## config.mk

```make
export PLATFORM = sky130hd
export DESIGN_NAME = triangle_barycentric_rasterizer_top_flat
export DESIGN_NICKNAME = d
export VERILOG_FILES = /design/src/hw/rtl/tbr_pkg.sv /design/src/hw/rtl/tbr_in_if.sv /design/src/hw/rtl/tbr_out_if.sv /design/src/hw/rtl/triangle_barycentric_rasterizer_top.sv /design/src/hw/rtl/tbr_div.sv /design/src/hw/rtl/tbr_datapath.sv /design/src/hw/rtl/tbr_ctrl.sv /design/src/flat_wrapper.sv
export SDC_FILE = /design/constraint.sdc
export NUM_CORES = 2
export LEC_CHECK = 0
export ABC_CLOCK_PERIOD_IN_PS = 34400
export BUFFER_PORTS_ARGS = -buffer_cell sky130_fd_sc_hd__buf_2
export CAP_MARGIN = 0
export CORE_ASPECT_RATIO = 0.6
export CORE_UTILIZATION = 45
export DETAILED_ROUTE_END_ITERATION = 6
export PLACE_DENSITY = 0.62
export SLEW_MARGIN = 20
export SYNTH_ARGS = -nofsm -noshare
export SYNTH_HDL_FRONTEND = slang
export SYNTH_HIERARCHICAL = 1
export SYNTH_SLANG_ARGS = --single-unit
```

## constraint.sdc

```tcl
create_clock -name clk -period 34.4 [get_ports clk]
set_input_delay 8.6 -clock clk [delete_from_list [all_inputs] [get_ports clk]]
set_output_delay 8.6 -clock clk [all_outputs]
set_load 0.03 [all_outputs]
```

## src/hw/rtl/tbr_pkg.sv

```systemverilog
// ----------------------------------------------------------------------------
// tbr_pkg: shared constants, types and helpers
// Widths, command/status bundles and arithmetic helpers for the rasterizer.
// ----------------------------------------------------------------------------
package tbr_pkg;

  localparam int COORD_FRAC_BITS  = 4;
  localparam int WEIGHT_FRAC_BITS = 24;
  localparam int MAX_TRIANGLES    = 1024;

  localparam int PIX_W   = 12;
  localparam int CFG_W   = 13;
  localparam int TRI_W   = 10;
  localparam int CRD_W   = 16;
  localparam int WGT_W   = 32;
  localparam int ACC_W   = 40;
  localparam int MA_W    = CRD_W + 1;
  localparam int MB_W    = (PIX_W + 1 + COORD_FRAC_BITS > MA_W) ?
                           PIX_W + 1 + COORD_FRAC_BITS : MA_W;
  localparam int BOX_W   = CRD_W + 2;
  localparam int TERM_W  = 4;
  localparam int PIX_LIMIT = 4096;

  localparam logic [TERM_W-1:0] TERM_LAST = TERM_W'(15);

  // input command codes
  localparam logic CMD_LOAD = 1'b0;
  localparam logic CMD_STEP = 1'b1;

  // register select (address bit 2)
  localparam logic REG_WIDTH  = 1'b0;
  localparam logic REG_HEIGHT = 1'b1;

  // division target kinds
  localparam logic [1:0] KIND_GX = 2'd0;
  localparam logic [1:0] KIND_GY = 2'd1;
  localparam logic [1:0] KIND_N  = 2'd2;

  localparam logic signed [WGT_W-1:0] S32_MAX = 32'sh7fff_ffff;
  localparam logic signed [WGT_W-1:0] S32_MIN = 32'sh8000_0000;
  localparam logic signed [WGT_W-1:0] ONE_W   = WGT_W'(64'd1 << WEIGHT_FRAC_BITS);

  typedef struct packed {
    logic              load;
    logic              step;
    logic              box;
    logic              mac;
    logic [TERM_W-1:0] term;
    logic              div_start;
    logic              div_store;
    logic [1:0]        lane;
    logic [1:0]        kind;
  } cmd_t;

  typedef struct packed {
    logic box_empty;
    logic area_zero;
    logic div_done;
  } sts_t;

  function automatic logic [1:0] rot_a(input logic [1:0] k);
    logic [1:0] r;
    case (k)
      2'd0:    r = 2'd1;
      2'd1:    r = 2'd2;
      default: r = 2'd0;
    endcase
    return r;
  endfunction

  function automatic logic [1:0] rot_b(input logic [1:0] k);
    logic [1:0] r;
    case (k)
      2'd0:    r = 2'd2;
      2'd1:    r = 2'd0;
      default: r = 2'd1;
    endcase
    return r;
  endfunction

  function automatic logic signed [WGT_W-1:0] sat_add(
      input logic signed [WGT_W-1:0] a, input logic signed [WGT_W-1:0] b);
    logic signed [WGT_W:0] s;
    logic signed [WGT_W-1:0] r;
    s = (WGT_W+1)'(a) + (WGT_W+1)'(b);
    if (s[WGT_W] != s[WGT_W-1]) begin
      r = s[WGT_W] ? S32_MIN : S32_MAX;
    end else begin
      r = s[WGT_W-1:0];
    end
    return r;
  endfunction

endpackage

```

## src/hw/rtl/tbr_in_if.sv

```systemverilog
// ----------------------------------------------------------------------------
// tbr_in_if: request channel into the rasterizer
// Valid/ready handshake carrying a load or step request.
// ----------------------------------------------------------------------------
interface tbr_in_if;
  logic                                 valid;
  logic                                 ready;
  logic                                 command;
  logic signed [tbr_pkg::CRD_W-1:0]     vert0_x;
  logic signed [tbr_pkg::CRD_W-1:0]     vert0_y;
  logic signed [tbr_pkg::CRD_W-1:0]     vert1_x;
  logic signed [tbr_pkg::CRD_W-1:0]     vert1_y;
  logic signed [tbr_pkg::CRD_W-1:0]     vert2_x;
  logic signed [tbr_pkg::CRD_W-1:0]     vert2_y;
  logic [tbr_pkg::TRI_W-1:0]            tri_index;

  modport source (output valid, command, vert0_x, vert0_y, vert1_x, vert1_y,
                  vert2_x, vert2_y, tri_index, input ready);
  modport sink (input valid, command, vert0_x, vert0_y, vert1_x, vert1_y,
                vert2_x, vert2_y, tri_index, output ready);
endinterface

```

## src/hw/rtl/tbr_out_if.sv

```systemverilog
// ----------------------------------------------------------------------------
// tbr_out_if: pixel result channel
// Valid/ready handshake carrying one scanned pixel.
// ----------------------------------------------------------------------------
interface tbr_out_if;
  logic                                 valid;
  logic                                 ready;
  logic                                 covered;
  logic [tbr_pkg::PIX_W-1:0]            pixel_x;
  logic [tbr_pkg::PIX_W-1:0]            pixel_y;
  logic signed [tbr_pkg::WGT_W-1:0]     weight0;
  logic signed [tbr_pkg::WGT_W-1:0]     weight1;
  logic signed [tbr_pkg::WGT_W-1:0]     weight2;
  logic [tbr_pkg::TRI_W-1:0]            owner_triangle;
  logic                                 box_done;

  modport source (output valid, covered, pixel_x, pixel_y, weight0, weight1,
                  weight2, owner_triangle, box_done, input ready);
  modport sink (input valid, covered, pixel_x, pixel_y, weight0, weight1,
                weight2, owner_triangle, box_done, output ready);
endinterface

```

## src/hw/rtl/triangle_barycentric_rasterizer_top.sv

```systemverilog
// Step request: result registered in the cycle after acceptance; steps accepted
//   every cycle while idle and the result register drains.
// Load request: no result; the block is busy through a box step, a multiply-
//   accumulate phase and 9 divisions in the shared serial divider; a zero-area
//   triangle ends after the multiply-accumulate phase, an empty box after the box step.
// Reset (rst_n low, synchronous): no scan active, image 640 x 480.
// ----------------------------------------------------------------------------
// triangle_barycentric_rasterizer_top: barycentric triangle rasterizer
// Triangle setup from three vertices, then one pixel with lambdas per step.
// ----------------------------------------------------------------------------
module triangle_barycentric_rasterizer_top (
  input  logic                          clk,
  input  logic                          rst_n,
  tbr_in_if.sink                        in_ch,
  tbr_out_if.source                     out_ch,
  input  logic                          cfg_psel,
  input  logic                          cfg_penable,
  input  logic                          cfg_pwrite,
  input  logic [2:0]                    cfg_paddr,
  input  logic [31:0]                   cfg_pwdata,
  output logic [31:0]                   cfg_prdata,
  output logic                          cfg_pready
);
  import tbr_pkg::*;

  logic [CFG_W-1:0] img_w_r, img_h_r;
  cmd_t cmd;
  sts_t sts;

  assign cfg_pready = 1'b1;

  always_ff @(posedge clk) begin
    if (!rst_n) begin
      img_w_r <= CFG_W'(640);
      img_h_r <= CFG_W'(480);
    end else if (cfg_psel && cfg_penable && cfg_pwrite && cfg_pready) begin
      case (cfg_paddr[2])
        REG_WIDTH:  img_w_r <= cfg_pwdata[CFG_W-1:0];
        REG_HEIGHT: img_h_r <= cfg_pwdata[CFG_W-1:0];
        default: ;
      endcase
    end
  end

  assign cfg_prdata = (cfg_paddr[2] == REG_HEIGHT) ? 32'(img_h_r) : 32'(img_w_r);

  tbr_ctrl u_ctrl (
    .clk        (clk),
    .rst_n      (rst_n),
    .in_valid   (in_ch.valid),
    .in_command (in_ch.command),
    .in_ready   (in_ch.ready),
    .out_valid  (out_ch.valid),
    .out_ready  (out_ch.ready),
    .cmd        (cmd),
    .sts        (sts)
  );

  tbr_datapath u_dp (
    .clk       (clk),
    .rst_n     (rst_n),
    .cmd       (cmd),
    .sts       (sts),
    .img_w     (img_w_r),
    .img_h     (img_h_r),
    .v0x       (in_ch.vert0_x),
    .v0y       (in_ch.vert0_y),
    .v1x       (in_ch.vert1_x),
    .v1y       (in_ch.vert1_y),
    .v2x       (in_ch.vert2_x),
    .v2y       (in_ch.vert2_y),
    .tri_in    (in_ch.tri_index),
    .o_covered (out_ch.covered),
    .o_px      (out_ch.pixel_x),
    .o_py      (out_ch.pixel_y),
    .o_w0      (out_ch.weight0),
    .o_w1      (out_ch.weight1),
    .o_w2      (out_ch.weight2),
    .o_owner   (out_ch.owner_triangle),
    .o_done    (out_ch.box_done)
  );

endmodule

```

## src/hw/rtl/tbr_div.sv

```systemverilog
// ----------------------------------------------------------------------------
// tbr_div: iterative fixed-point divider
// Computes num * 2^W / den, truncated toward zero, saturated to 32 bits.
// One quotient bit per cycle after a saturation check.
// ----------------------------------------------------------------------------
module tbr_div (
  input  logic                              clk,
  input  logic                              rst_n,
  input  logic                              start,
  input  logic signed [tbr_pkg::ACC_W-1:0]  num,
  input  logic signed [tbr_pkg::ACC_W-1:0]  den,
  output logic                              done,
  output logic signed [tbr_pkg::WGT_W-1:0]  quo
);
  import tbr_pkg::*;

  localparam int QB   = WGT_W - 1;
  localparam int EXT_W = ACC_W + WEIGHT_FRAC_BITS;
  localparam int HI_W = EXT_W - QB;
  localparam int CNT_W = $clog2(QB + 1);

  localparam logic [1:0] PH_IDLE = 2'd0;
  localparam logic [1:0] PH_PREP = 2'd1;
  localparam logic [1:0] PH_RUN  = 2'd2;
  localparam logic [1:0] PH_DONE = 2'd3;

  logic [1:0]       ph_r, ph_nxt;
  logic [CNT_W-1:0] cnt_r, cnt_nxt;
  logic             neg_r, sat_r;
  logic [ACC_W-1:0] a_r, b_r, rem_r;
  logic [QB-1:0]    low_r, q_r;
  logic [EXT_W-1:0] ext;
  logic [HI_W-1:0]  hi;
  logic [ACC_W:0]   r2, bx;
  logic             ge, hi_ge;

  assign ext   = {a_r, {WEIGHT_FRAC_BITS{1'b0}}};
  assign hi    = ext[EXT_W-1:QB];
  assign bx    = {1'b0, b_r};
  assign hi_ge = (ACC_W+1)'(hi) >= bx;
  assign r2    = {rem_r, low_r[QB-1]};
  assign ge    = r2 >= bx;

  always_comb begin
    ph_nxt  = ph_r;
    cnt_nxt = cnt_r;
    case (ph_r)
      PH_IDLE: if (start) ph_nxt = PH_PREP;
      PH_PREP: begin
        ph_nxt  = hi_ge ? PH_DONE : PH_RUN;
        cnt_nxt = CNT_W'(QB);
      end
      PH_RUN: begin
        cnt_nxt = cnt_r - 1'b1;
        if (cnt_r == CNT_W'(1)) ph_nxt = PH_DONE;
      end
      PH_DONE: ph_nxt = PH_IDLE;
      default: ph_nxt = PH_IDLE;
    endcase
  end

  always_ff @(posedge clk) begin
    if (!rst_n) begin
      ph_r  <= PH_IDLE;
      cnt_r <= '0;
    end else begin
      ph_r  <= ph_nxt;
      cnt_r <= cnt_nxt;
    end
  end

  always_ff @(posedge clk) begin
    case (ph_r)
      PH_IDLE: if (start) begin
        neg_r <= num[ACC_W-1] ^ den[ACC_W-1];
        a_r   <= num[ACC_W-1] ? ACC_W'(-num) : ACC_W'(num);
        b_r   <= den[ACC_W-1] ? ACC_W'(-den) : ACC_W'(den);
      end
      PH_PREP: begin
        sat_r <= hi_ge;
        rem_r <= ACC_W'(hi);
        low_r <= ext[QB-1:0];
        q_r   <= '0;
      end
      PH_RUN: begin
        rem_r <= ge ? ACC_W'(r2 - bx) : ACC_W'(r2);
        q_r   <= {q_r[QB-2:0], ge};
        low_r <= {low_r[QB-2:0], 1'b0};
      end
      default: ;
    endcase
  end

  assign done = (ph_r == PH_DONE);

  always_comb begin
    if (sat_r) begin
      quo = neg_r ? S32_MIN : S32_MAX;
    end else if (neg_r) begin
      quo = -$signed({1'b0, q_r});
    end else begin
      quo = $signed({1'b0, q_r});
    end
  end

endmodule

```

## src/hw/rtl/tbr_datapath.sv

```systemverilog
// ----------------------------------------------------------------------------
// tbr_datapath: setup arithmetic and raster walk
// Holds vertices, box, gradients and lambdas; a shared multiplier builds
// the area and lambda numerators, a shared divider the fixed-point values.
// ----------------------------------------------------------------------------
module tbr_datapath (
  input  logic                              clk,
  input  logic                              rst_n,
  input  tbr_pkg::cmd_t                     cmd,
  output tbr_pkg::sts_t                     sts,
  input  logic [tbr_pkg::CFG_W-1:0]         img_w,
  input  logic [tbr_pkg::CFG_W-1:0]         img_h,
  input  logic signed [tbr_pkg::CRD_W-1:0]  v0x,
  input  logic signed [tbr_pkg::CRD_W-1:0]  v0y,
  input  logic signed [tbr_pkg::CRD_W-1:0]  v1x,
  input  logic signed [tbr_pkg::CRD_W-1:0]  v1y,
  input  logic signed [tbr_pkg::CRD_W-1:0]  v2x,
  input  logic signed [tbr_pkg::CRD_W-1:0]  v2y,
  input  logic [tbr_pkg::TRI_W-1:0]         tri_in,
  output logic                              o_covered,
  output logic [tbr_pkg::PIX_W-1:0]         o_px,
  output logic [tbr_pkg::PIX_W-1:0]         o_py,
  output logic signed [tbr_pkg::WGT_W-1:0]  o_w0,
  output logic signed [tbr_pkg::WGT_W-1:0]  o_w1,
  output logic signed [tbr_pkg::WGT_W-1:0]  o_w2,
  output logic [tbr_pkg::TRI_W-1:0]         o_owner,
  output logic                              o_done
);
  import tbr_pkg::*;

  logic signed [CRD_W-1:0] vx_r [3];
  logic signed [CRD_W-1:0] vy_r [3];
  logic [TRI_W-1:0]        tri_r;
  logic [PIX_W-1:0]        bminx_r, bminy_r, bmaxx_r, bmaxy_r, curx_r, cury_r;
  logic signed [WGT_W-1:0] roww_r [3];
  logic signed [WGT_W-1:0] curw_r [3];
  logic signed [WGT_W-1:0] gx_r [3];
  logic signed [WGT_W-1:0] gy_r [3];
  logic                    scan_r, degen_r;
  logic signed [ACC_W-1:0] prod_r, acc_r, area_r;
  logic signed [ACC_W-1:0] num_r [3];
  logic signed [ACC_W-1:0] acc_nxt;

  logic signed [MA_W-1:0]  ex [3];
  logic signed [MA_W-1:0]  ey [3];

  logic [TRI_W-1:0] tri_mod;
  assign tri_mod = (MAX_TRIANGLES >= (1 << TRI_W)) ? tri_in :
                   TRI_W'(32'(tri_in) % MAX_TRIANGLES);

  for (genvar k = 0; k < 3; k++) begin : g_edge
    assign ex[k] = MA_W'(vy_r[rot_a(2'(k))]) - MA_W'(vy_r[rot_b(2'(k))]);
    assign ey[k] = MA_W'(vx_r[rot_b(2'(k))]) - MA_W'(vx_r[rot_a(2'(k))]);
  end

  // ---- bounding box ----
  logic signed [CRD_W-1:0] mnx, mny, mxx, mxy;
  logic signed [BOX_W-1:0] lox, loy, hix, hiy, limx, limy, flx, fly;
  logic [CFG_W-1:0]        szx, szy;

  always_comb begin
    mnx = vx_r[0];
    mxx = vx_r[0];
    mny = vy_r[0];
    mxy = vy_r[0];
    for (int i = 1; i < 3; i++) begin
      if (vx_r[i] < mnx) mnx = vx_r[i];
      if (vx_r[i] > mxx) mxx = vx_r[i];
      if (vy_r[i] < mny) mny = vy_r[i];
      if (vy_r[i] > mxy) mxy = vy_r[i];
    end
    szx  = (img_w > CFG_W'(PIX_LIMIT)) ? CFG_W'(PIX_LIMIT) : img_w;
    szy  = (img_h > CFG_W'(PIX_LIMIT)) ? CFG_W'(PIX_LIMIT) : img_h;
    limx = $signed(BOX_W'(szx)) - BOX_W'(1);
    limy = $signed(BOX_W'(szy)) - BOX_W'(1);
    flx  = BOX_W'(mnx >>> COORD_FRAC_BITS);
    fly  = BOX_W'(mny >>> COORD_FRAC_BITS);
    lox  = flx[BOX_W-1] ? '0 : flx;
    loy  = fly[BOX_W-1] ? '0 : fly;
    hix  = BOX_W'(mxx >>> COORD_FRAC_BITS) + BOX_W'(1);
    hiy  = BOX_W'(mxy >>> COORD_FRAC_BITS) + BOX_W'(1);
    if (hix > limx) hix = limx;
    if (hiy > limy) hiy = limy;
  end

  assign sts.box_empty = (lox > hix) || (loy > hiy);
  assign sts.area_zero = (area_r == '0);

  // ---- multiplier operand select ----
  logic [TERM_W-1:0]       tt, tc, tcg;
  logic [1:0]              grp, part, ia, ib, cgrp;
  logic signed [MA_W-1:0]  opa;
  logic signed [MB_W-1:0]  opb, lox_b, loy_b;
  logic signed [MA_W+MB_W-1:0] prod_full;
  logic                    first, last;

  assign lox_b = $signed(MB_W'(bminx_r) << COORD_FRAC_BITS);
  assign loy_b = $signed(MB_W'(bminy_r) << COORD_FRAC_BITS);
  assign tt    = cmd.term - TERM_W'(3);
  assign grp   = tt[3:2];
  assign part  = tt[1:0];
  assign ia    = rot_a(grp);
  assign ib    = rot_b(grp);

  always_comb begin
    opa = '0;
    opb = '0;
    if (cmd.term < TERM_W'(3)) begin
      // area terms: X[k] * (Y[k+1] - Y[k+2])
      case (cmd.term[1:0])
        2'd0:    begin opa = MA_W'(vx_r[0]); opb = MB_W'(ex[0]); end
        2'd1:    begin opa = MA_W'(vx_r[1]); opb = MB_W'(ex[1]); end
        default: begin opa = MA_W'(vx_r[2]); opb = MB_W'(ex[2]); end
      endcase
    end else begin
      case (part)
        2'd0:    begin opa = ex[grp];         opb = lox_b; end
        2'd1:    begin opa = ey[grp];         opb = loy_b; end
        2'd2:    begin opa = MA_W'(vx_r[ia]); opb = MB_W'(vy_r[ib]); end
        default: begin opa = MA_W'(vx_r[ib]); opb = -MB_W'(vy_r[ia]); end
      endcase
    end
  end

  assign prod_full = opa * opb;

  assign tc    = cmd.term - TERM_W'(1);
  assign tcg   = tc - TERM_W'(3);
  assign cgrp  = tcg[3:2];
  assign first = (tc == TERM_W'(0)) || (tc == TERM_W'(3)) || (tc == TERM_W'(7)) ||
                 (tc == TERM_W'(11));
  assign last  = (tc == TERM_W'(2)) || (tc == TERM_W'(6)) || (tc == TERM_W'(10)) ||
                 (tc == TERM_W'(14));
  assign acc_nxt = (first ? ACC_W'(0) : acc_r) + prod_r;

  // ---- divider ----
  logic signed [ACC_W-1:0] div_num;
  logic signed [WGT_W-1:0] div_q;

  always_comb begin
    case (cmd.kind)
      KIND_GX: div_num = ACC_W'(ex[cmd.lane]) <<< COORD_FRAC_BITS;
      KIND_GY: div_num = ACC_W'(ey[cmd.lane]) <<< COORD_FRAC_BITS;
      default: div_num = num_r[cmd.lane];
    endcase
  end

  tbr_div u_div (
    .clk   (clk),
    .rst_n (rst_n),
    .start (cmd.div_start),
    .num   (div_num),
    .den   (area_r),
    .done  (sts.div_done),
    .quo   (div_q)
  );

  // ---- control-visible state ----
  always_ff @(posedge clk) begin
    if (!rst_n) begin
      scan_r  <= 1'b0;
      degen_r <= 1'b0;
    end else if (cmd.load) begin
      scan_r  <= 1'b0;
    end else if (cmd.box) begin
      scan_r  <= !sts.box_empty;
      degen_r <= 1'b0;
    end else if (cmd.mac && cmd.term == TERM_LAST) begin
      degen_r <= sts.area_zero;
    end else if (cmd.step && scan_r && curx_r == bmaxx_r && cury_r == bmaxy_r) begin
      scan_r  <= 1'b0;
    end
  end

  // ---- payload registers ----
  always_ff @(posedge clk) begin
    if (cmd.load) begin
      vx_r[0] <= v0x;
      vy_r[0] <= v0y;
      vx_r[1] <= v1x;
      vy_r[1] <= v1y;
      vx_r[2] <= v2x;
      vy_r[2] <= v2y;
      tri_r   <= tri_mod;
    end

    if (cmd.box) begin
      for (int k = 0; k < 3; k++) begin
        roww_r[k] <= '0;
        curw_r[k] <= '0;
        gx_r[k]   <= '0;
        gy_r[k]   <= '0;
      end
      area_r <= '0;
      if (sts.box_empty) begin
        bminx_r <= '0;
        bminy_r <= '0;
        bmaxx_r <= '0;
        bmaxy_r <= '0;
        curx_r  <= '0;
        cury_r  <= '0;
      end else begin
        bminx_r <= PIX_W'(lox);
        bminy_r <= PIX_W'(loy);
        bmaxx_r <= PIX_W'(hix);
        bmaxy_r <= PIX_W'(hiy);
        curx_r  <= PIX_W'(lox);
        cury_r  <= PIX_W'(loy);
      end
    end

    if (cmd.mac) begin
      if (cmd.term != TERM_LAST) prod_r <= ACC_W'(prod_full);
      if (cmd.term != '0) begin
        acc_r <= acc_nxt;
        if (last) begin
          if (tc == TERM_W'(2)) area_r <= acc_nxt;
          else num_r[cgrp] <= acc_nxt;
        end
      end
    end

    if (cmd.div_store) begin
      case (cmd.kind)
        KIND_GX: gx_r[cmd.lane] <= div_q;
        KIND_GY: gy_r[cmd.lane] <= div_q;
        default: begin
          roww_r[cmd.lane] <= div_q;
          curw_r[cmd.lane] <= div_q;
        end
      endcase
    end

    if (cmd.step) begin
      if (!scan_r) begin
        o_covered <= 1'b0;
        o_px      <= '0;
        o_py      <= '0;
        o_w0      <= '0;
        o_w1      <= '0;
        o_w2      <= '0;
        o_owner   <= '0;
        o_done    <= 1'b1;
      end else begin
        o_covered <= !degen_r &&
                     !curw_r[0][WGT_W-1] && curw_r[0] <= ONE_W &&
                     !curw_r[1][WGT_W-1] && curw_r[1] <= ONE_W &&
                     !curw_r[2][WGT_W-1] && curw_r[2] <= ONE_W;
        o_px      <= curx_r;
        o_py      <= cury_r;
        o_w0      <= curw_r[0];
        o_w1      <= curw_r[1];
        o_w2      <= curw_r[2];
        o_owner   <= tri_r;
        o_done    <= (curx_r == bmaxx_r) && (cury_r == bmaxy_r);
        if (curx_r < bmaxx_r) begin
          curx_r <= curx_r + 1'b1;
          for (int k = 0; k < 3; k++) curw_r[k] <= sat_add(curw_r[k], gx_r[k]);
        end else if (cury_r < bmaxy_r) begin
          curx_r <= bminx_r;
          cury_r <= cury_r + 1'b1;
          for (int k = 0; k < 3; k++) begin
            roww_r[k] <= sat_add(roww_r[k], gy_r[k]);
            curw_r[k] <= sat_add(roww_r[k], gy_r[k]);
          end
        end
      end
    end
  end

endmodule

```

## src/hw/rtl/tbr_ctrl.sv

```systemverilog
// ----------------------------------------------------------------------------
// tbr_ctrl: sequencer for triangle setup and handshakes
// Steps through box, multiply-accumulate and division phases of a load,
// and owns the request/result handshake.
// ----------------------------------------------------------------------------
module tbr_ctrl (
  input  logic           clk,
  input  logic           rst_n,
  input  logic           in_valid,
  input  logic           in_command,
  output logic           in_ready,
  output logic           out_valid,
  input  logic           out_ready,
  output tbr_pkg::cmd_t  cmd,
  input  tbr_pkg::sts_t  sts
);
  import tbr_pkg::*;

  localparam logic [2:0] ST_IDLE     = 3'd0;
  localparam logic [2:0] ST_BOX      = 3'd1;
  localparam logic [2:0] ST_MAC      = 3'd2;
  localparam logic [2:0] ST_DIV_GO   = 3'd3;
  localparam logic [2:0] ST_DIV_WAIT = 3'd4;

  logic [2:0]        state_r, state_nxt;
  logic [TERM_W-1:0] term_r, term_nxt;
  logic [1:0]        lane_r, lane_nxt, kind_r, kind_nxt;
  logic              ovalid_r, ovalid_nxt;
  logic              acc;

  assign in_ready  = (state_r == ST_IDLE) && (!ovalid_r || out_ready);
  assign acc       = in_valid && in_ready;
  assign out_valid = ovalid_r;

  always_comb begin
    state_nxt = state_r;
    term_nxt  = term_r;
    lane_nxt  = lane_r;
    kind_nxt  = kind_r;
    cmd       = '0;
    cmd.term  = term_r;
    cmd.lane  = lane_r;
    cmd.kind  = kind_r;
    case (state_r)
      ST_IDLE: begin
        cmd.load = acc && (in_command == CMD_LOAD);
        cmd.step = acc && (in_command == CMD_STEP);
        if (cmd.load) state_nxt = ST_BOX;
      end
      ST_BOX: begin
        cmd.box  = 1'b1;
        term_nxt = '0;
        state_nxt = sts.box_empty ? ST_IDLE : ST_MAC;
      end
      ST_MAC: begin
        cmd.mac  = 1'b1;
        term_nxt = term_r + 1'b1;
        if (term_r == TERM_LAST) begin
          lane_nxt  = '0;
          kind_nxt  = KIND_GX;
          state_nxt = sts.area_zero ? ST_IDLE : ST_DIV_GO;
        end
      end
      ST_DIV_GO: begin
        cmd.div_start = 1'b1;
        state_nxt     = ST_DIV_WAIT;
      end
      ST_DIV_WAIT: begin
        if (sts.div_done) begin
          cmd.div_store = 1'b1;
          state_nxt     = ST_DIV_GO;
          if (kind_r == KIND_N) begin
            kind_nxt = KIND_GX;
            lane_nxt = lane_r + 1'b1;
            if (lane_r == 2'd2) state_nxt = ST_IDLE;
          end else begin
            kind_nxt = kind_r + 1'b1;
          end
        end
      end
      default: state_nxt = ST_IDLE;
    endcase
  end

  always_comb begin
    if (cmd.step) ovalid_nxt = 1'b1;
    else if (out_ready) ovalid_nxt = 1'b0;
    else ovalid_nxt = ovalid_r;
  end

  always_ff @(posedge clk) begin
    if (!rst_n) begin
      state_r  <= ST_IDLE;
      term_r   <= '0;
      lane_r   <= '0;
      kind_r   <= KIND_GX;
      ovalid_r <= 1'b0;
    end else begin
      state_r  <= state_nxt;
      term_r   <= term_nxt;
      lane_r   <= lane_nxt;
      kind_r   <= kind_nxt;
      ovalid_r <= ovalid_nxt;
    end
  end

  a_load_to_box: assert property (@(posedge clk) disable iff (!rst_n)
    cmd.load |=> state_r == ST_BOX)
    else $error("load request did not start box setup");

  a_store_on_done: assert property (@(posedge clk) disable iff (!rst_n)
    cmd.div_store |-> sts.div_done && state_r == ST_DIV_WAIT)
    else $error("division stored without a finished quotient");

  a_div_indices: assert property (@(posedge clk) disable iff (!rst_n)
    (state_r == ST_DIV_GO || state_r == ST_DIV_WAIT) |-> lane_r != 2'd3 && kind_r != 2'd3)
    else $error("division lane or kind out of range");

  a_step_sets_valid: assert property (@(posedge clk) disable iff (!rst_n)
    cmd.step |=> ovalid_r)
    else $error("step request produced no result");

endmodule
```

## src/flat_wrapper.sv

```systemverilog
// flat-port wrapper written by rule: the top's interface ports become plain ports
module triangle_barycentric_rasterizer_top_flat import tbr_pkg::*;
  (clk, rst_n, cfg_psel, cfg_penable, cfg_pwrite, cfg_paddr, cfg_pwdata, cfg_prdata, cfg_pready, in_ch_valid, in_ch_command, in_ch_vert0_x, in_ch_vert0_y, in_ch_vert1_x, in_ch_vert1_y, in_ch_vert2_x, in_ch_vert2_y, in_ch_tri_index, in_ch_ready, out_ch_valid, out_ch_covered, out_ch_pixel_x, out_ch_pixel_y, out_ch_weight0, out_ch_weight1, out_ch_weight2, out_ch_owner_triangle, out_ch_box_done, out_ch_ready);
  tbr_in_if in_ch_i ();
  tbr_out_if out_ch_i ();
  input  logic clk;
  input  logic rst_n;
  input  logic cfg_psel;
  input  logic cfg_penable;
  input  logic cfg_pwrite;
  input  logic [2:0] cfg_paddr;
  input  logic [31:0] cfg_pwdata;
  output logic [31:0] cfg_prdata;
  output logic cfg_pready;
  input wire logic [$bits(in_ch_i.valid)-1:0] in_ch_valid;
  input wire logic [$bits(in_ch_i.command)-1:0] in_ch_command;
  input wire logic [$bits(in_ch_i.vert0_x)-1:0] in_ch_vert0_x;
  input wire logic [$bits(in_ch_i.vert0_y)-1:0] in_ch_vert0_y;
  input wire logic [$bits(in_ch_i.vert1_x)-1:0] in_ch_vert1_x;
  input wire logic [$bits(in_ch_i.vert1_y)-1:0] in_ch_vert1_y;
  input wire logic [$bits(in_ch_i.vert2_x)-1:0] in_ch_vert2_x;
  input wire logic [$bits(in_ch_i.vert2_y)-1:0] in_ch_vert2_y;
  input wire logic [$bits(in_ch_i.tri_index)-1:0] in_ch_tri_index;
  output wire logic [$bits(in_ch_i.ready)-1:0] in_ch_ready;
  output wire logic [$bits(out_ch_i.valid)-1:0] out_ch_valid;
  output wire logic [$bits(out_ch_i.covered)-1:0] out_ch_covered;
  output wire logic [$bits(out_ch_i.pixel_x)-1:0] out_ch_pixel_x;
  output wire logic [$bits(out_ch_i.pixel_y)-1:0] out_ch_pixel_y;
  output wire logic [$bits(out_ch_i.weight0)-1:0] out_ch_weight0;
  output wire logic [$bits(out_ch_i.weight1)-1:0] out_ch_weight1;
  output wire logic [$bits(out_ch_i.weight2)-1:0] out_ch_weight2;
  output wire logic [$bits(out_ch_i.owner_triangle)-1:0] out_ch_owner_triangle;
  output wire logic [$bits(out_ch_i.box_done)-1:0] out_ch_box_done;
  input wire logic [$bits(out_ch_i.ready)-1:0] out_ch_ready;
  assign in_ch_i.valid = in_ch_valid;
  assign in_ch_i.command = in_ch_command;
  assign in_ch_i.vert0_x = in_ch_vert0_x;
  assign in_ch_i.vert0_y = in_ch_vert0_y;
  assign in_ch_i.vert1_x = in_ch_vert1_x;
  assign in_ch_i.vert1_y = in_ch_vert1_y;
  assign in_ch_i.vert2_x = in_ch_vert2_x;
  assign in_ch_i.vert2_y = in_ch_vert2_y;
  assign in_ch_i.tri_index = in_ch_tri_index;
  assign in_ch_ready = in_ch_i.ready;
  assign out_ch_valid = out_ch_i.valid;
  assign out_ch_covered = out_ch_i.covered;
  assign out_ch_pixel_x = out_ch_i.pixel_x;
  assign out_ch_pixel_y = out_ch_i.pixel_y;
  assign out_ch_weight0 = out_ch_i.weight0;
  assign out_ch_weight1 = out_ch_i.weight1;
  assign out_ch_weight2 = out_ch_i.weight2;
  assign out_ch_owner_triangle = out_ch_i.owner_triangle;
  assign out_ch_box_done = out_ch_i.box_done;
  assign out_ch_i.ready = out_ch_ready;
  triangle_barycentric_rasterizer_top u_core (.clk(clk), .rst_n(rst_n), .in_ch(in_ch_i), .out_ch(out_ch_i), .cfg_psel(cfg_psel), .cfg_penable(cfg_penable), .cfg_pwrite(cfg_pwrite), .cfg_paddr(cfg_paddr), .cfg_pwdata(cfg_pwdata), .cfg_prdata(cfg_prdata), .cfg_pready(cfg_pready));
endmodule
```

After elaboration in Yosys (flattened, before gate mapping). Memories as Yosys holds them, arrays and structs flattened. A register that Yosys moved wholly into a read port is not among the register bits. Cells that the tools add are included.

Register bits after elaboration: 559. RAM bits: 600. Input bits: 149. Output and inout bits: 167. Word-level logic and storage cells: 399. Memories kept: 7.

Memories: u_core.u_dp.num_r (words 3, width 40, read ports 1, clocked after memory_dff 1, write ports 1, line tbr_datapath.sv:41) `logic signed [ACC_W-1:0] num_r [3];`; u_core.u_dp.curw_r (words 3, width 32, read ports 3, clocked after memory_dff 0, write ports 3, line tbr_datapath.sv:36) `logic signed [WGT_W-1:0] curw_r [3];`; u_core.u_dp.gx_r (words 3, width 32, read ports 3, clocked after memory_dff 0, write ports 3, line tbr_datapath.sv:37) `logic signed [WGT_W-1:0] gx_r [3];`; u_core.u_dp.gy_r (words 3, width 32, read ports 3, clocked after memory_dff 0, write ports 3, line tbr_datapath.sv:38) `logic signed [WGT_W-1:0] gy_r [3];`; u_core.u_dp.roww_r (words 3, width 32, read ports 3, clocked after memory_dff 0, write ports 3, line tbr_datapath.sv:35) `logic signed [WGT_W-1:0] roww_r [3];`; u_core.u_dp.vx_r (words 3, width 16, read ports 5, clocked after memory_dff 0, write ports 3, line tbr_datapath.sv:31) `logic signed [CRD_W-1:0] vx_r [3];`; 1 more memories.

Add/sub/neg operators: 31. $mul: 1. $lt $le $gt $ge: 24. Equality and inequality tests: 39. Multiplexer cells: 180. Bitwise operators: 16. Reductions and logical operators: 63.

Operators with widths (count): $mux W32 (49); $mux W40 (7); $add A32 B32 Y33 (6); $mux W17 (10); $pmux W40 S2 (2); $bmux W17 S2 (4); $mux W16 (8); $reduce_or A32 Y1 (4); $pmux W31 S2 (2); $mux W12 (10); $pmux W17 S3 (2); $sub A16 B16 Y17 (6); $le A32 B26 Y1 const B (3); $neg A40 Y40 (2); $mux W39 (2); $pmux W17 S2 (2); $gt A16 B16 Y1 (4); $lt A16 B16 Y1 (4); $mux W1 (44); $mux W11 (4); $ge A41 B40 Y1 (1); $add A40 B34 Y40 (1); $ge A33 B40 Y1 (1); $logic_not A40 Y1 (1); 57 further kinds (175).

Logic depth before layout (Yosys ltp). An unclocked memory read counts as a cell.

Word-level depth: 16. Depth in mapped cells: 57. Mapped depth without buffers: 50.

Hierarchy. The synthesis kept the hierarchy.

Modules (own cells, without submodules): tbr_datapath (times used 1, cells an instance 7870, area an instance 74079.8 um^2, sequential area each 27206.1 um^2); tbr_div (times used 1, cells an instance 1277, area an instance 12009.0 um^2, sequential area each 4944.7 um^2); triangle_barycentric_rasterizer_top (times used 1, cells an instance 143, area an instance 1362.6 um^2, sequential area each 520.5 um^2); tbr_ctrl (times used 1, cells an instance 79, area an instance 688.2 um^2, sequential area each 240.2 um^2).

Least setup slack after synthesis. Ideal clock, no wire load.

Path kind: input to register. From: in in_ch_command. To: reg u_core.u_dp.degen_r. Library setup time: 107 ps. Data arrival time: 21011 ps. Data required time: 34293 ps. Slack: 13282 ps. Stages: 4. Path buffers: 0. Cells stage by stage: nand2b_1 -> nor4b_1 -> o21ai_0 -> a21boi_0.

RTL lines: start: declaration (line flat_wrapper.sv:16) `input wire logic [$bits(in_ch_i.command)-1:0] in_ch_command;`; end signal: assignment (line tbr_datapath.sv:169) `degen_r <= sts.area_zero;`; end: declaration (line tbr_datapath.sv:39) `logic scan_r, degen_r;`.

Final worst setup path.
From: in out_ch_ready. To: out in_ch_ready.

Cells in the longest elaborated chain, start to end: 2.

Ends and longest elaborated chain: start: declaration (line flat_wrapper.sv:34) `input wire logic [$bits(out_ch_i.ready)-1:0] out_ch_ready;`; $logic_or A1 B1 Y1 (line tbr_ctrl.sv:31) `assign in_ready = (state_r == ST_IDLE) && (!ovalid_r || out_ready);`; $logic_and A1 B1 Y1 (line tbr_ctrl.sv:31); end: declaration (line flat_wrapper.sv:24) `output wire logic [$bits(in_ch_i.ready)-1:0] in_ch_ready;`.

Every way passes these cells.

==> impl_metrics.toml <==
[status]
run_status = "finished, violations left"
violations = "DRC"

[place]
gp_congestion = 1.00
place_ws_ns = 15.94
dp_hpwl_mm = 223
port_buffers = 274
dpl_cell_area_um2 = 92600

[final_layout]
nFillCells = 18000
multiInputGateArea_um2 = 51300
final_common_cell = "nand2_1"
syn2layout_area_growth_pct = 9.44
fin_util = 0.497
drive_gt1_frac = 0.0847
layout_common_cells = "1,036 x nand2_1, 1,022 x edfxtp_1, 670 x a21oi_1"
register_area_um2 = 32900
fin_area_um2 = 96500
fin_nets = 10600

[timing]
relSlewSlack = 0.0996
finalHoldViolCount = 0
setup_tns_ns = 0
fmax_mhz = 53.9
period_needed_ns = 18.57
hold_ws_ns = 0.512
worst_slack_ns = 15.83
rsz0062_at_grt = "false"
slew_violations = 0
setup_viol = 0
worst_slew_pin_slew_ns = 1.34
finClkSkew_ns = 0.0345
fin_crit_sh = 0.540

[yosys]
synth_seq_cells = 1133
seq_area_frac_synth = 0.373
avgSynthCellArea_um2 = 9.41
synthCells = 9369
syn_area_um2 = 88100
yosysUniqueCellTypes = 105
synth-main-ff-cell = "edfxtp_1"
synthArstFlopShare = 0
yosysWarningCount = 6
synth-edff-count = 1022

[routing]
drcViolationCount = 46
vias = 74500
drt_iter0_markers = 9800
postRouteAntennaNets = 0
routed_wl_mm = 299
routed_via_density = 6.11
drtPass1Iterations = 7
wl_per_cell_um = 24.5

[min_path]
hold_class = "flop to flop"

[floorplan]
fp.dieW_um = 573
core-area_um2 = 194000
die_h_um = 345
fp-row-count = 125
io-pin-count = 316
dieArea_um2 = 198000
start_util = 0.454

[clock_network]
clock-sinks = 1133
cts_tree = "yes"
htreeDepth = 3
hold_buffers = 0
cts-resized-gates = 0
post-cts-setup-buffers = 0
cts_buffer_depth = 3
root_buffer = "clkbuf_16"
clock_latency_ns = 0.76
path_clk_slew_ns = 0.06
cts_made_buffers = 113

[global_routing]
grt_use_total = 0.296
grt_max_degree = 106
grt_use_met1 = 0.464
grt_pass1_wl_mm = 446
grt-ovfl-total = 0
use_met3 = 0.0845
grt_pass1_vias = 69400
grt_util_met2 = 0.391
antenna_found_initial = 30
top_usage_layer = "met1"

[power_and_ir_drop]
power_leakage_nw = 39.8
ir_worst_vdd_mv = 0.504
p_per_area_nw_per_um2 = 125

[job]
maxCapViolations = 0

[worst_setup_path]
worstSetupEndpointType = "output pin"
crit_type = "primary input to output pin"
start_kind = "primary input"
reg2reg_slack_ns = 19.85
cp_data_arrival_time_ns = 9.97
crit_path_max_fanout = 4
cp.required_ns = 25.80
-- synthesized netlist by cell type (99+ instances only) --
cell type  instances  area share
and2_1           405       0.029
a31oi_1          195       0.014
mux2i_1          171       0.019
dfxtp_1          111       0.025
xor2_1           114       0.011
nor2b_1          162       0.011
edfxtp_1        1022        0.35
nand3_1          158      0.0090
a21oi_1          674       0.038
nor3_1           162      0.0092
nand2b_1         107      0.0076
o22ai_1           99      0.0070
a21o_1           196       0.017
inv_1            645       0.027
xnor2_1          337       0.033
o21ai_0          478       0.027
nor2_1           646       0.028
ha_1             654       0.093
clkbuf_1         378       0.016
nand2_1         1036       0.044
fa_1             311       0.071
-- state kept, by name, summed over array words and instances (netlist names), 13 cells and up --
signal and flops:
u_core/img_h_r 13, u_core/u_dp/u_div/q_r 31, u_core/u_dp/o_w0 32, u_core/u_dp/vx_r 48
u_core/u_dp/curw_r 96, u_core/u_dp/roww_r 96, u_core/u_dp/num_r 120, u_core/u_dp/u_div/a_r 40
u_core/u_dp/acc_r 40, u_core/u_dp/u_div/rem_r 40, u_core/u_dp/o_w2 32, u_core/u_dp/o_w1 32
u_core/u_dp/vy_r 48, u_core/img_w_r 13, u_core/u_dp/gy_r 96, u_core/u_dp/area_r 40
u_core/u_dp/u_div/b_r 40, u_core/u_dp/gx_r 96, u_core/u_dp/prod_r 34
-- where the power goes --
part | switching [mW] | total, mW | internal (mW)
registers | 0.126 | 2.27 | 2.14
logic | 4.97 | 8.48 | 3.51
clock network | 0.580 | 1.31 | 0.733
-- worst paths after layout --
| kind | from | to | cells past startpoint |
|---|---|---|---|
| hold reg to reg | u_core/img_w_r[8] | u_core/img_w_r[8] | 2 |
| hold / removal | u_core/img_w_r[8] | u_core/img_w_r[8] | 2 |
| setup / recovery | out_ch_ready | in_ch_ready | 4 |
| setup reg to reg | u_core/u_dp/vy_r[1][13] | u_core/u_ctrl/state_r[1] | 44 |
-- metrics by stage --
step | power, mW | std cells
after floorplan | 8.59 | 9387
after global placement | 10.5 | 12000
after detailed placement | 10.8 | 12000
after CTS | 12.1 | 12200
after global routing | 13.3 | 12200
final | 12.1 | 12200
-- worst max-delay path, cell delays in order --
cell and delay (ns):
buf_2 0.08, nor2b_1 0.13, nor4_1 0.80, buf_2 0.35
-- kinds of logic (layout without fill, tap and decap cells) --
group,Yosys count,count (layout),synth area share
other,2,22,0.0000852
xor gates and xnor gates,451,451,0.0448
buffers and inverters,1106,1313,0.0488
adders and majority gates,969,969,0.164
AOI/OAI and AO/OA,2381,2381,0.172
DFF,1133,1133,0.373
muxes,207,207,0.0241
and+or+nand+nor,3120,3120,0.173
-- metal layers --
metal,up-vias,part of all wire
met2,3788,0.38
met1,36400,0.47
li1,33900,-
met3,459,0.13
met5,-,0.00039
met4,12,0.024
-- final cells by class --
cell class	count	share of cell area
antenna	2	0.0000519
clock buffer	137	0.0309
clock inverter	74	0.00861
tap	2603	0.0338
sequential	1133	0.341
inverter	651	0.0253
multi-input combinational	7148	0.532
timing repair buffer	451	0.0280
Note: power is estimated with default switching activity, not from simulation.
